File: config.mk
export PLATFORM = sky130hd
export DESIGN_NAME = html_markup_skipper_top_flat
export DESIGN_NICKNAME = d
export VERILOG_FILES = /design/src/rtl/hms_pkg.sv /design/src/rtl/hms_stream_if.sv /design/src/rtl/hms_classify.sv /design/src/rtl/hms_out_buf.sv /design/src/rtl/html_markup_skipper_top.sv /design/src/flat_wrapper.sv
export SDC_FILE = /design/constraint.sdc
export NUM_CORES = 1
export LEC_CHECK = 0
export ABC_AREA = 1
export BUFFER_PORTS_ARGS = -buffer_cell sky130_fd_sc_hd__buf_4
export CORE_MARGIN = 8
export CORE_UTILIZATION = 55
export CTS_BUF_LIST = sky130_fd_sc_hd__clkbuf_16
export CTS_CLUSTER_DIAMETER = 30
export DETAILED_ROUTE_END_ITERATION = 6
export PLACE_DENSITY = 0.8
export SYNTH_ARGS = -nofsm -noshare
export SYNTH_HDL_FRONTEND = slang
export SYNTH_SLANG_ARGS = --single-unit
export TNS_END_PERCENT = 5
File: constraint.sdc
create_clock -name i_clk -period 2.3 [get_ports i_clk]
set_input_delay 0.69 -clock i_clk [delete_from_list [all_inputs] [get_ports i_clk]]
set_output_delay 0.69 -clock i_clk [all_outputs]
set_load 0.01 [all_outputs]
File: src/rtl/hms_pkg.sv
// ----------------------------------------------------------------------------
// hms_pkg
// Shared types and byte constants for the HTML markup skipper.
// ----------------------------------------------------------------------------
`default_nettype none

package hms_pkg;

    // Scan modes of the markup tracker
    typedef enum logic [2:0] {
        MODE_TEXT  = 3'd0,  // plain document text
        MODE_OPEN  = 3'd1,  // just after '<'
        MODE_DASH  = 3'd2,  // matching a hyphen of the comment prefix
        MODE_TAG   = 3'd3,  // ordinary tag body
        MODE_QUOTE = 3'd4,  // quoted text inside a tag
        MODE_CMT   = 3'd5,  // comment body
        MODE_HYPH  = 3'd6,  // run of hyphens inside a comment
        MODE_WS    = 3'd7   // whitespace after a hyphen run
    } t_scan_mode;

    // Byte codes the tracker reacts to
    localparam logic [7:0] CH_LT     = 8'h3C;  // '<'
    localparam logic [7:0] CH_GT     = 8'h3E;  // '>'
    localparam logic [7:0] CH_BANG   = 8'h21;  // '!'
    localparam logic [7:0] CH_HYPHEN = 8'h2D;  // '-'
    localparam logic [7:0] CH_DQUOTE = 8'h22;  // '"'
    localparam logic [7:0] CH_SQUOTE = 8'h27;  // '\''
    localparam logic [7:0] CH_SPACE  = 8'h20;
    localparam logic [7:0] CH_TAB    = 8'h09;  // first of the TAB..CR range
    localparam logic [7:0] CH_CR     = 8'h0D;  // last of the TAB..CR range

    // Input transaction payload
    typedef struct packed {
        logic [7:0] data_byte;
        logic       last_byte;
    } t_in_item;

    // Output transaction payload
    typedef struct packed {
        logic [7:0] echo_byte;
        logic       is_markup;
        logic       is_comment;
        logic       markup_end;
        logic       doc_end;
    } t_out_item;

    // Tracker state
    typedef struct packed {
        t_scan_mode mode;
        logic       quote_is_double;
    } t_scan_state;

    // Whitespace: space, TAB, LF, VT, FF, CR
    function automatic logic is_ws(input logic [7:0] b);
        is_ws = (b == CH_SPACE) || ((b >= CH_TAB) && (b <= CH_CR));
    endfunction

endpackage

`default_nettype wire

File: src/rtl/hms_stream_if.sv
// ----------------------------------------------------------------------------
// hms_stream_if
// Valid/ready channels for byte input and classified byte output.
// ----------------------------------------------------------------------------
`default_nettype none

interface hms_in_if;
    logic               valid;
    logic               ready;
    hms_pkg::t_in_item  payload;

    modport source (output valid, output payload, input ready);
    modport sink   (input valid, input payload, output ready);
endinterface

interface hms_out_if;
    logic               valid;
    logic               ready;
    hms_pkg::t_out_item payload;

    modport source (output valid, output payload, input ready);
    modport sink   (input valid, input payload, output ready);
endinterface

`default_nettype wire

File: src/rtl/hms_classify.sv
// ----------------------------------------------------------------------------
// hms_classify
// Next-state and flag logic: classifies one byte against the current mode.
// ----------------------------------------------------------------------------
`default_nettype none

module hms_classify (
    input  wire hms_pkg::t_scan_state i_state,
    input  wire hms_pkg::t_in_item    i_item,
    output hms_pkg::t_scan_state      o_state,
    output hms_pkg::t_out_item        o_item
);
    import hms_pkg::*;

    logic [7:0]  b;
    logic        markup;
    logic        comment;
    logic        close;
    logic        b_quote;
    logic [7:0]  close_quote;
    t_scan_state tag_nxt;   // state after ordinary unquoted tag content
    logic        tag_close;
    t_scan_state nxt;

    assign b       = i_item.data_byte;
    assign b_quote = (b == CH_DQUOTE) || (b == CH_SQUOTE);
    assign close_quote = i_state.quote_is_double ? CH_DQUOTE : CH_SQUOTE;

    // Unquoted tag content: a quote opens quoted text, '>' closes the tag
    always_comb begin
        tag_close = 1'b0;
        if (b_quote) begin
            tag_nxt.mode            = MODE_QUOTE;
            tag_nxt.quote_is_double = (b == CH_DQUOTE);
        end else if (b == CH_GT) begin
            tag_nxt.mode            = MODE_TEXT;
            tag_nxt.quote_is_double = 1'b0;
            tag_close               = 1'b1;
        end else begin
            tag_nxt.mode            = MODE_TAG;
            tag_nxt.quote_is_double = 1'b0;
        end
    end

    // Mode transitions and flags
    always_comb begin
        nxt     = i_state;
        markup  = 1'b1;
        comment = 1'b0;
        close   = 1'b0;
        case (i_state.mode)
            MODE_TEXT: begin
                if (b == CH_LT) begin
                    nxt.mode            = MODE_OPEN;
                    nxt.quote_is_double = 1'b0;
                end else begin
                    markup = 1'b0;
                end
            end
            MODE_OPEN: begin
                if (b == CH_BANG) begin
                    nxt.mode            = MODE_DASH;
                    nxt.quote_is_double = 1'b0;
                end else begin
                    nxt   = tag_nxt;
                    close = tag_close;
                end
            end
            MODE_DASH: begin
                // quote_is_double counts the prefix hyphens seen so far
                if (b == CH_HYPHEN) begin
                    if (i_state.quote_is_double) begin
                        nxt.mode            = MODE_CMT;
                        nxt.quote_is_double = 1'b0;
                    end else begin
                        nxt.quote_is_double = 1'b1;
                    end
                end else begin
                    nxt   = tag_nxt;
                    close = tag_close;
                end
            end
            MODE_TAG: begin
                nxt   = tag_nxt;
                close = tag_close;
            end
            MODE_QUOTE: begin
                if (b == close_quote) begin
                    nxt.mode            = MODE_TAG;
                    nxt.quote_is_double = 1'b0;
                end
            end
            MODE_CMT: begin
                comment = 1'b1;
                if (b == CH_HYPHEN) begin
                    nxt.mode = MODE_HYPH;
                end
            end
            MODE_HYPH: begin
                comment = 1'b1;
                if (b == CH_HYPHEN) begin
                    nxt.mode = MODE_HYPH;
                end else if (is_ws(b)) begin
                    nxt.mode = MODE_WS;
                end else if (b == CH_GT) begin
                    nxt.mode = MODE_TEXT;
                    close    = 1'b1;
                end else begin
                    nxt.mode = MODE_CMT;
                end
            end
            MODE_WS: begin
                comment = 1'b1;
                if (is_ws(b)) begin
                    nxt.mode = MODE_WS;
                end else if (b == CH_GT) begin
                    nxt.mode = MODE_TEXT;
                    close    = 1'b1;
                end else begin
                    nxt.mode = MODE_CMT;
                end
            end
            default: begin
                nxt.mode            = MODE_TEXT;
                nxt.quote_is_double = 1'b0;
            end
        endcase
    end

    // End of document drops whatever was open
    always_comb begin
        if (i_item.last_byte) begin
            o_state.mode            = MODE_TEXT;
            o_state.quote_is_double = 1'b0;
        end else begin
            o_state = nxt;
        end
    end

    assign o_item.echo_byte  = b;
    assign o_item.is_markup  = markup;
    assign o_item.is_comment = comment;
    assign o_item.markup_end = close;
    assign o_item.doc_end    = i_item.last_byte;

endmodule

`default_nettype wire

File: src/rtl/hms_out_buf.sv
// ----------------------------------------------------------------------------
// hms_out_buf
// Result register plus one skid entry, so a stalled output does not stop
// the input side until both entries are full.
// ----------------------------------------------------------------------------
`default_nettype none

module hms_out_buf (
    input  wire                     i_clk,
    input  wire                     i_rst_n,
    input  wire                     i_push,
    input  wire hms_pkg::t_out_item i_item,
    output logic                    o_full,
    hms_out_if.source               o_out
);
    import hms_pkg::*;

    logic      r_out_valid;
    logic      r_skid_valid;
    t_out_item r_out_item;
    t_out_item r_skid_item;
    logic      out_free;

    assign out_free = !r_out_valid || o_out.ready;

    // Control: valid flags
    always_ff @(posedge i_clk) begin
        if (!i_rst_n) begin
            r_out_valid  <= 1'b0;
            r_skid_valid <= 1'b0;
        end else begin
            if (r_skid_valid) begin
                if (out_free) begin
                    r_out_valid  <= 1'b1;
                    r_skid_valid <= 1'b0;
                end
            end else if (i_push) begin
                if (out_free) begin
                    r_out_valid <= 1'b1;
                end else begin
                    r_skid_valid <= 1'b1;
                end
            end else if (o_out.ready) begin
                r_out_valid <= 1'b0;
            end
        end
    end

    // Payload: no reset needed
    always_ff @(posedge i_clk) begin
        if (r_skid_valid) begin
            if (out_free) begin
                r_out_item <= r_skid_item;
            end
        end else if (i_push) begin
            if (out_free) begin
                r_out_item <= i_item;
            end else begin
                r_skid_item <= i_item;
            end
        end
    end

    assign o_full        = r_skid_valid;
    assign o_out.valid   = r_out_valid;
    assign o_out.payload = r_out_item;

endmodule

`default_nettype wire

File: src/rtl/html_markup_skipper_top.sv
// ----------------------------------------------------------------------------
// html_markup_skipper_top
// Streams an HTML document byte by byte and tags each byte as text, markup
// or comment.
// ----------------------------------------------------------------------------
// One byte is taken per clock cycle while the skid entry is empty, and each
// yields exactly one output transaction. The only loop is the scan-mode
// register, updated by a few byte compares per cycle. Results go through an
// output register backed by one skid entry, so input ready depends only on
// that skid entry and stays high while a single result waits. Asserting
// last_byte returns the tracker to text mode after that byte.
`default_nettype none

module html_markup_skipper_top (
    input  wire       i_clk,
    input  wire       i_rst_n,
    hms_in_if.sink    i_in,
    hms_out_if.source o_out
);
    import hms_pkg::*;

    t_scan_state r_state;
    t_scan_state n_state;
    t_out_item   result;
    logic        buf_full;
    logic        in_acc;

    assign i_in.ready = !buf_full;
    assign in_acc     = i_in.valid && !buf_full;

    // Per-byte classification
    hms_classify u_classify (
        .i_state (r_state),
        .i_item  (i_in.payload),
        .o_state (n_state),
        .o_item  (result)
    );

    // Scan state register, advanced once per accepted transaction
    always_ff @(posedge i_clk) begin
        if (!i_rst_n) begin
            r_state.mode            <= MODE_TEXT;
            r_state.quote_is_double <= 1'b0;
        end else if (in_acc) begin
            r_state <= n_state;
        end
    end

    // Result register and skid entry
    hms_out_buf u_out_buf (
        .i_clk   (i_clk),
        .i_rst_n (i_rst_n),
        .i_push  (in_acc),
        .i_item  (result),
        .o_full  (buf_full),
        .o_out   (o_out)
    );

`ifndef ASSERT_OFF
    // Document end always leaves the tracker in text mode
    a_last_to_text: assert property (@(posedge i_clk) disable iff (!i_rst_n)
        in_acc && i_in.payload.last_byte
        |=> r_state.mode == MODE_TEXT && !r_state.quote_is_double)
        else $error("tracker not in text mode after document end");

    // Quote flag only carries meaning in quote and prefix modes
    a_qd_mode: assert property (@(posedge i_clk) disable iff (!i_rst_n)
        r_state.quote_is_double
        |-> r_state.mode == MODE_QUOTE || r_state.mode == MODE_DASH)
        else $error("quote flag set outside quote or prefix mode");

    // Comment bytes are markup
    a_cmt_markup: assert property (@(posedge i_clk) disable iff (!i_rst_n)
        o_out.valid && o_out.payload.is_comment |-> o_out.payload.is_markup)
        else $error("comment byte not flagged as markup");

    // Closing byte is markup
    a_end_markup: assert property (@(posedge i_clk) disable iff (!i_rst_n)
        o_out.valid && o_out.payload.markup_end |-> o_out.payload.is_markup)
        else $error("closing byte not flagged as markup");

    // A closing byte returns the tracker to text mode
    a_end_text: assert property (@(posedge i_clk) disable iff (!i_rst_n)
        in_acc && result.markup_end |=> r_state.mode == MODE_TEXT)
        else $error("tracker not in text mode after a closing byte");
`endif

endmodule

`default_nettype wire

File: src/flat_wrapper.sv
// flat-port wrapper written by rule: the top's interface ports become plain ports
module html_markup_skipper_top_flat import hms_pkg::*;
  (i_clk, i_rst_n, i_in_valid, i_in_payload, i_in_ready, o_out_valid, o_out_payload, o_out_ready);
  hms_in_if i_in_i ();
  hms_out_if o_out_i ();
  input  wire i_clk;
  input  wire i_rst_n;
  input wire logic [$bits(i_in_i.valid)-1:0] i_in_valid;
  input wire logic [$bits(i_in_i.payload)-1:0] i_in_payload;
  output wire logic [$bits(i_in_i.ready)-1:0] i_in_ready;
  output wire logic [$bits(o_out_i.valid)-1:0] o_out_valid;
  output wire logic [$bits(o_out_i.payload)-1:0] o_out_payload;
  input wire logic [$bits(o_out_i.ready)-1:0] o_out_ready;
  assign i_in_i.valid = i_in_valid;
  assign i_in_i.payload = i_in_payload;
  assign i_in_ready = i_in_i.ready;
  assign o_out_valid = o_out_i.valid;
  assign o_out_payload = o_out_i.payload;
  assign o_out_i.ready = o_out_ready;
  html_markup_skipper_top u_core (.i_clk(i_clk), .i_rst_n(i_rst_n), .i_in(i_in_i), .o_out(o_out_i));
endmodule
==> key figures <==
Status
  – Result of the run: finished, final reports clean

Drt
  – Drt first-iter violations: 99
  – First-pass iteration count of the detailed router: 4
  – Count of nets left with antenna violations after detail routing: 0
  – Residual DRC count: 0
  – Final wirelength: around 3.6 mm
  – Detailed-route vias per instance: 5.25
  – Routed len/inst: ~13 um
  – Vias: 1418

Timing
  – Highest clock rate: around 570 MHz
  – Unrepaired setup endpoints after global routing: no
  – Final worst path period share: 76.5%
  – Finish-stage setup viols: 0
  – Sum of negative setup slack: 0 ns
  – Final count of hold timing violations: 0
  – Min Clock Period, post-route: ~1.8 ns
  – Final-report max-slew violation count: 0
  – Pin slew with the least headroom to its limit: between 0.8 and 0.9 ns
  – Max_slew headroom: 42.0%
  – Max Clock Skew: between 0.003 and 0.004 ns

Synthesis
  – Share of the synthesized area in the top cell type: a little over two fifths
  – Total number of yosys warnings: 0
  – Average size of a mapped cell: a little over 8 um^2
  – Area of the mapped netlist: roughly 1700 um^2
  – Number of instances in the synthesized netlist: about 200
  – Leading area contributor after synthesis: sky130_fd_sc_hd__edfxtp_1
  – Biggest area contributors in the synthesized netlist: sky130_fd_sc_hd__edfxtp_1, sky130_fd_sc_hd__nand2_1, sky130_fd_sc_hd__dfxtp_1, sky130_fd_sc_hd__nor2_1, sky130_fd_sc_hd__inv_1
  – Synth Register Bits: 30
  – Number of nets in the synthesized netlist: 218
  – Sequential cell area fraction in the yosys report: approximately 50%
  – Synth cell types: 26

Placement
  – Port Buffer Count: 26
  – Gp weighted congestion: between 0.8 and 0.9
  – Detail Placement HPWL: ~2.8 mm
  – Placed cell count: roughly 260

Layout
  – Count of filler cells inserted in the layout: 242
  – Area Growth Syn to Fin: 22.3%
  – Total Nets Final: ~250
  – Final core area utilization: 68.5%
  – Final instance count without filler cells: 270
  – Layout cells sized above 1: 24.5%
  – Antenna Diode Count: 0

Worst setup path
  – WP data arrival: ~1.8 ns
  – Launching element type of the critical path: input pin
  – Critical path type: in2reg
  – Crit path required time: 2.33 ns
  – Endpoint type of the worst setup path: flop
  – CP Max Fanout: 4

Power
  – Switch Pwr: roughly 0.32 mW
  – Share of power burned in combinational logic: a little under an eighth
  – Total power consumption of the routed design: roughly 1.4 mW
  – Sequential cell fraction of total power: between 40% and 50%
  – Pwr per Cell Area: 677 nW/um^2
  – Internal cell power: ~1.1 mW
  – Peak supply drop: 0.276 mV
  – Standby leakage power: between 0.8 and 0.9 nW
  – Switching power share of the total: 22.9%
  – Part of the power in the clock network: a little over two fifths

Clock tree
  – Post CTS Setup Buffer Count: 0
  – Clock input transition at the sequential cells of the worst setup and hold paths: approximately 0.050 ns
  – Post-CTS Resized: 0
  – TritonCTS clock tree: done
  – Count of hold buffers inserted by post-cts repair: 0
  – Number of buffers on the longest clock path: 2
  – Clock root cell: sky130_fd_sc_hd__clkbuf_16
  – Later-pin clock latency in the skew report: 0.27 ns
  – H-tree depth: 2
  – Clock net sink count: 30
  – Total CTS buffers: 5

Global routing
  – Initial antenna violation count: 0
  – Wire length of the first global-routing pass: ~6.3 mm
  – Vias in the first global route: between 1k and 1.5k
  – Tot GR Track Use: between 10% and 20%
  – Grt total ovfl: 0
  – Pin count of the biggest net entering global routing: 21

Die
  – Die width: about 71 um
  – Starting density of the core: about 56%
  – Site row count: 20
  – Vert. Die Dim: ~71 um
  – Number of primary I/O pins: 27
  – Core Area: slightly below 3000 um^2
  – Die Footprint: 5050 um^2

Worst hold path
  – Worst min-delay path class: reg2reg

Job
  – Number of max-cap violations: 0
[synthesized netlist by cell type]
cell type,n
sky130_fd_sc_hd__a21oi_1,9
sky130_fd_sc_hd__a31oi_1,2
sky130_fd_sc_hd__buf_1,1
sky130_fd_sc_hd__buf_2,2
sky130_fd_sc_hd__clkbuf_1,1
sky130_fd_sc_hd__clkinv_1,1
sky130_fd_sc_hd__dfxtp_1,6
sky130_fd_sc_hd__edfxtp_1,24
sky130_fd_sc_hd__inv_1,17
sky130_fd_sc_hd__inv_2,7
sky130_fd_sc_hd__nand2_1,58
sky130_fd_sc_hd__nand2_2,4
sky130_fd_sc_hd__nand2_4,1
sky130_fd_sc_hd__nand3_1,9
sky130_fd_sc_hd__nand3_2,3
sky130_fd_sc_hd__nand3_4,1
sky130_fd_sc_hd__nand4_1,3
sky130_fd_sc_hd__nor2_1,29
sky130_fd_sc_hd__nor2_2,2
sky130_fd_sc_hd__nor2_4,3
sky130_fd_sc_hd__nor2_8,1
sky130_fd_sc_hd__nor3_1,4
sky130_fd_sc_hd__nor3_2,2
sky130_fd_sc_hd__o211ai_1,1
sky130_fd_sc_hd__o21ai_0,11
sky130_fd_sc_hd__o21ai_1,3
[area by class of cell]
| type | instances | area [um^2] | area share (%) |
|---|---|---|---|
| clock inverters | 3 | 12.5 | 0.613 |
| repair buffers | 28 | 210 | 10.3 |
| flip-flops and latches | 30 | 841 | 41.2 |
| inverters | 25 | 93.8 | 4.60 |
| clock buffers | 5 | 125 | 6.13 |
| well taps | 33 | 41.3 | 2.02 |
| multi-input cells | 146 | 716 | 35.1 |
[cell families (layout without fill, tap and decap cells)]
logic type	count (synthesis)	count (layout)	synth area share [%]
flops	30	30	50.4
simple gates	120	120	34.8
compound gates	26	26	8.10
buf+inv	29	61	6.68
[critical path: stages]
cell and delay, ns:
sky130_fd_sc_hd__buf_4 0.12, sky130_fd_sc_hd__nor2_1 0.16, sky130_fd_sc_hd__nand2_1 0.13, sky130_fd_sc_hd__nor2_2 0.23
sky130_fd_sc_hd__nand2_1 0.07, sky130_fd_sc_hd__nand2_1 0.08, sky130_fd_sc_hd__a31oi_1 0.14, sky130_fd_sc_hd__nor2_1 0.12
sky130_fd_sc_hd__nor2_1 0.05
[state kept, by name (all words and copies together), names as in the netlist]
signal,flops
u_core.r_state,4
u_core.u_out_buf.o_full,1
u_core.u_out_buf.o_out.payload,12
u_core.u_out_buf.o_out.valid,1
u_core.u_out_buf.r_skid_item,12
[worst paths after layout]
kind         slack, ns                                end                            start  depth (start not counted)
min               0.52  u_core.u_out_buf.o_out.payload[0]  u_core.u_out_buf.r_skid_item[0]                          2
max               0.54  u_core.u_out_buf.o_out.payload[1]                  i_in_payload[8]                          9
max reg2reg       0.74                  u_core.r_state[2]                u_core.r_state[2]                         10
min reg2reg       0.52  u_core.u_out_buf.o_out.payload[0]  u_core.u_out_buf.r_skid_item[0]                          2
[metrics by stage]
step	setup WS [ns]	area, um^2	hold slack, ns
finish	0.540	2040	0.520
detailed placement	0.257	1900	0.511
CTS	0.540	2040	0.522
global placement	0.272	1900	0.502
global route	0.342	2040	0.542
floorplan	0.506	1670	0.495
[power groups by stage]
stage          Combinational [mW]  Sequential [mW]  Clock [mW]
6_report                    0.156            0.625       0.601
4_1_cts                     0.156            0.625       0.608
5_1_grt                     0.173            0.627       0.630
2_1_floorplan              0.0799            0.642           0
3_3_place_gp                0.153            0.634           0
3_5_place_dp                0.154            0.635           0
[layer usage]
metal,global-route usage [%],share of wire (%)
met4,8.78,2.7
met3,5.65,5.1
met1,17.9,44
met2,24.9,49
met5,0,0
[layout by cell type (no fill, tap or decap)]
cell and n:
sky130_fd_sc_hd__clkinv_1 2, sky130_fd_sc_hd__nand3_1 9, sky130_fd_sc_hd__nand2_1 58, sky130_fd_sc_hd__nor2_1 29, sky130_fd_sc_hd__nand2_4 1, sky130_fd_sc_hd__nand3_4 1
sky130_fd_sc_hd__inv_1 18, sky130_fd_sc_hd__nor2_8 1, sky130_fd_sc_hd__o211ai_1 1, sky130_fd_sc_hd__nor3_2 2, sky130_fd_sc_hd__nor2_4 3, sky130_fd_sc_hd__nor3_1 4
sky130_fd_sc_hd__clkinv_2 1, sky130_fd_sc_hd__a31oi_1 2, sky130_fd_sc_hd__nor2_2 2, sky130_fd_sc_hd__clkbuf_16 5, sky130_fd_sc_hd__inv_2 7, sky130_fd_sc_hd__nand4_1 3
sky130_fd_sc_hd__o21ai_0 11, sky130_fd_sc_hd__nand2_2 4, sky130_fd_sc_hd__nand3_2 3, sky130_fd_sc_hd__a21oi_1 9, sky130_fd_sc_hd__dfxtp_1 6, sky130_fd_sc_hd__o21ai_1 3
sky130_fd_sc_hd__edfxtp_1 24, sky130_fd_sc_hd__buf_4 28
No activity file was read; power rests on OpenSTA's default activity.
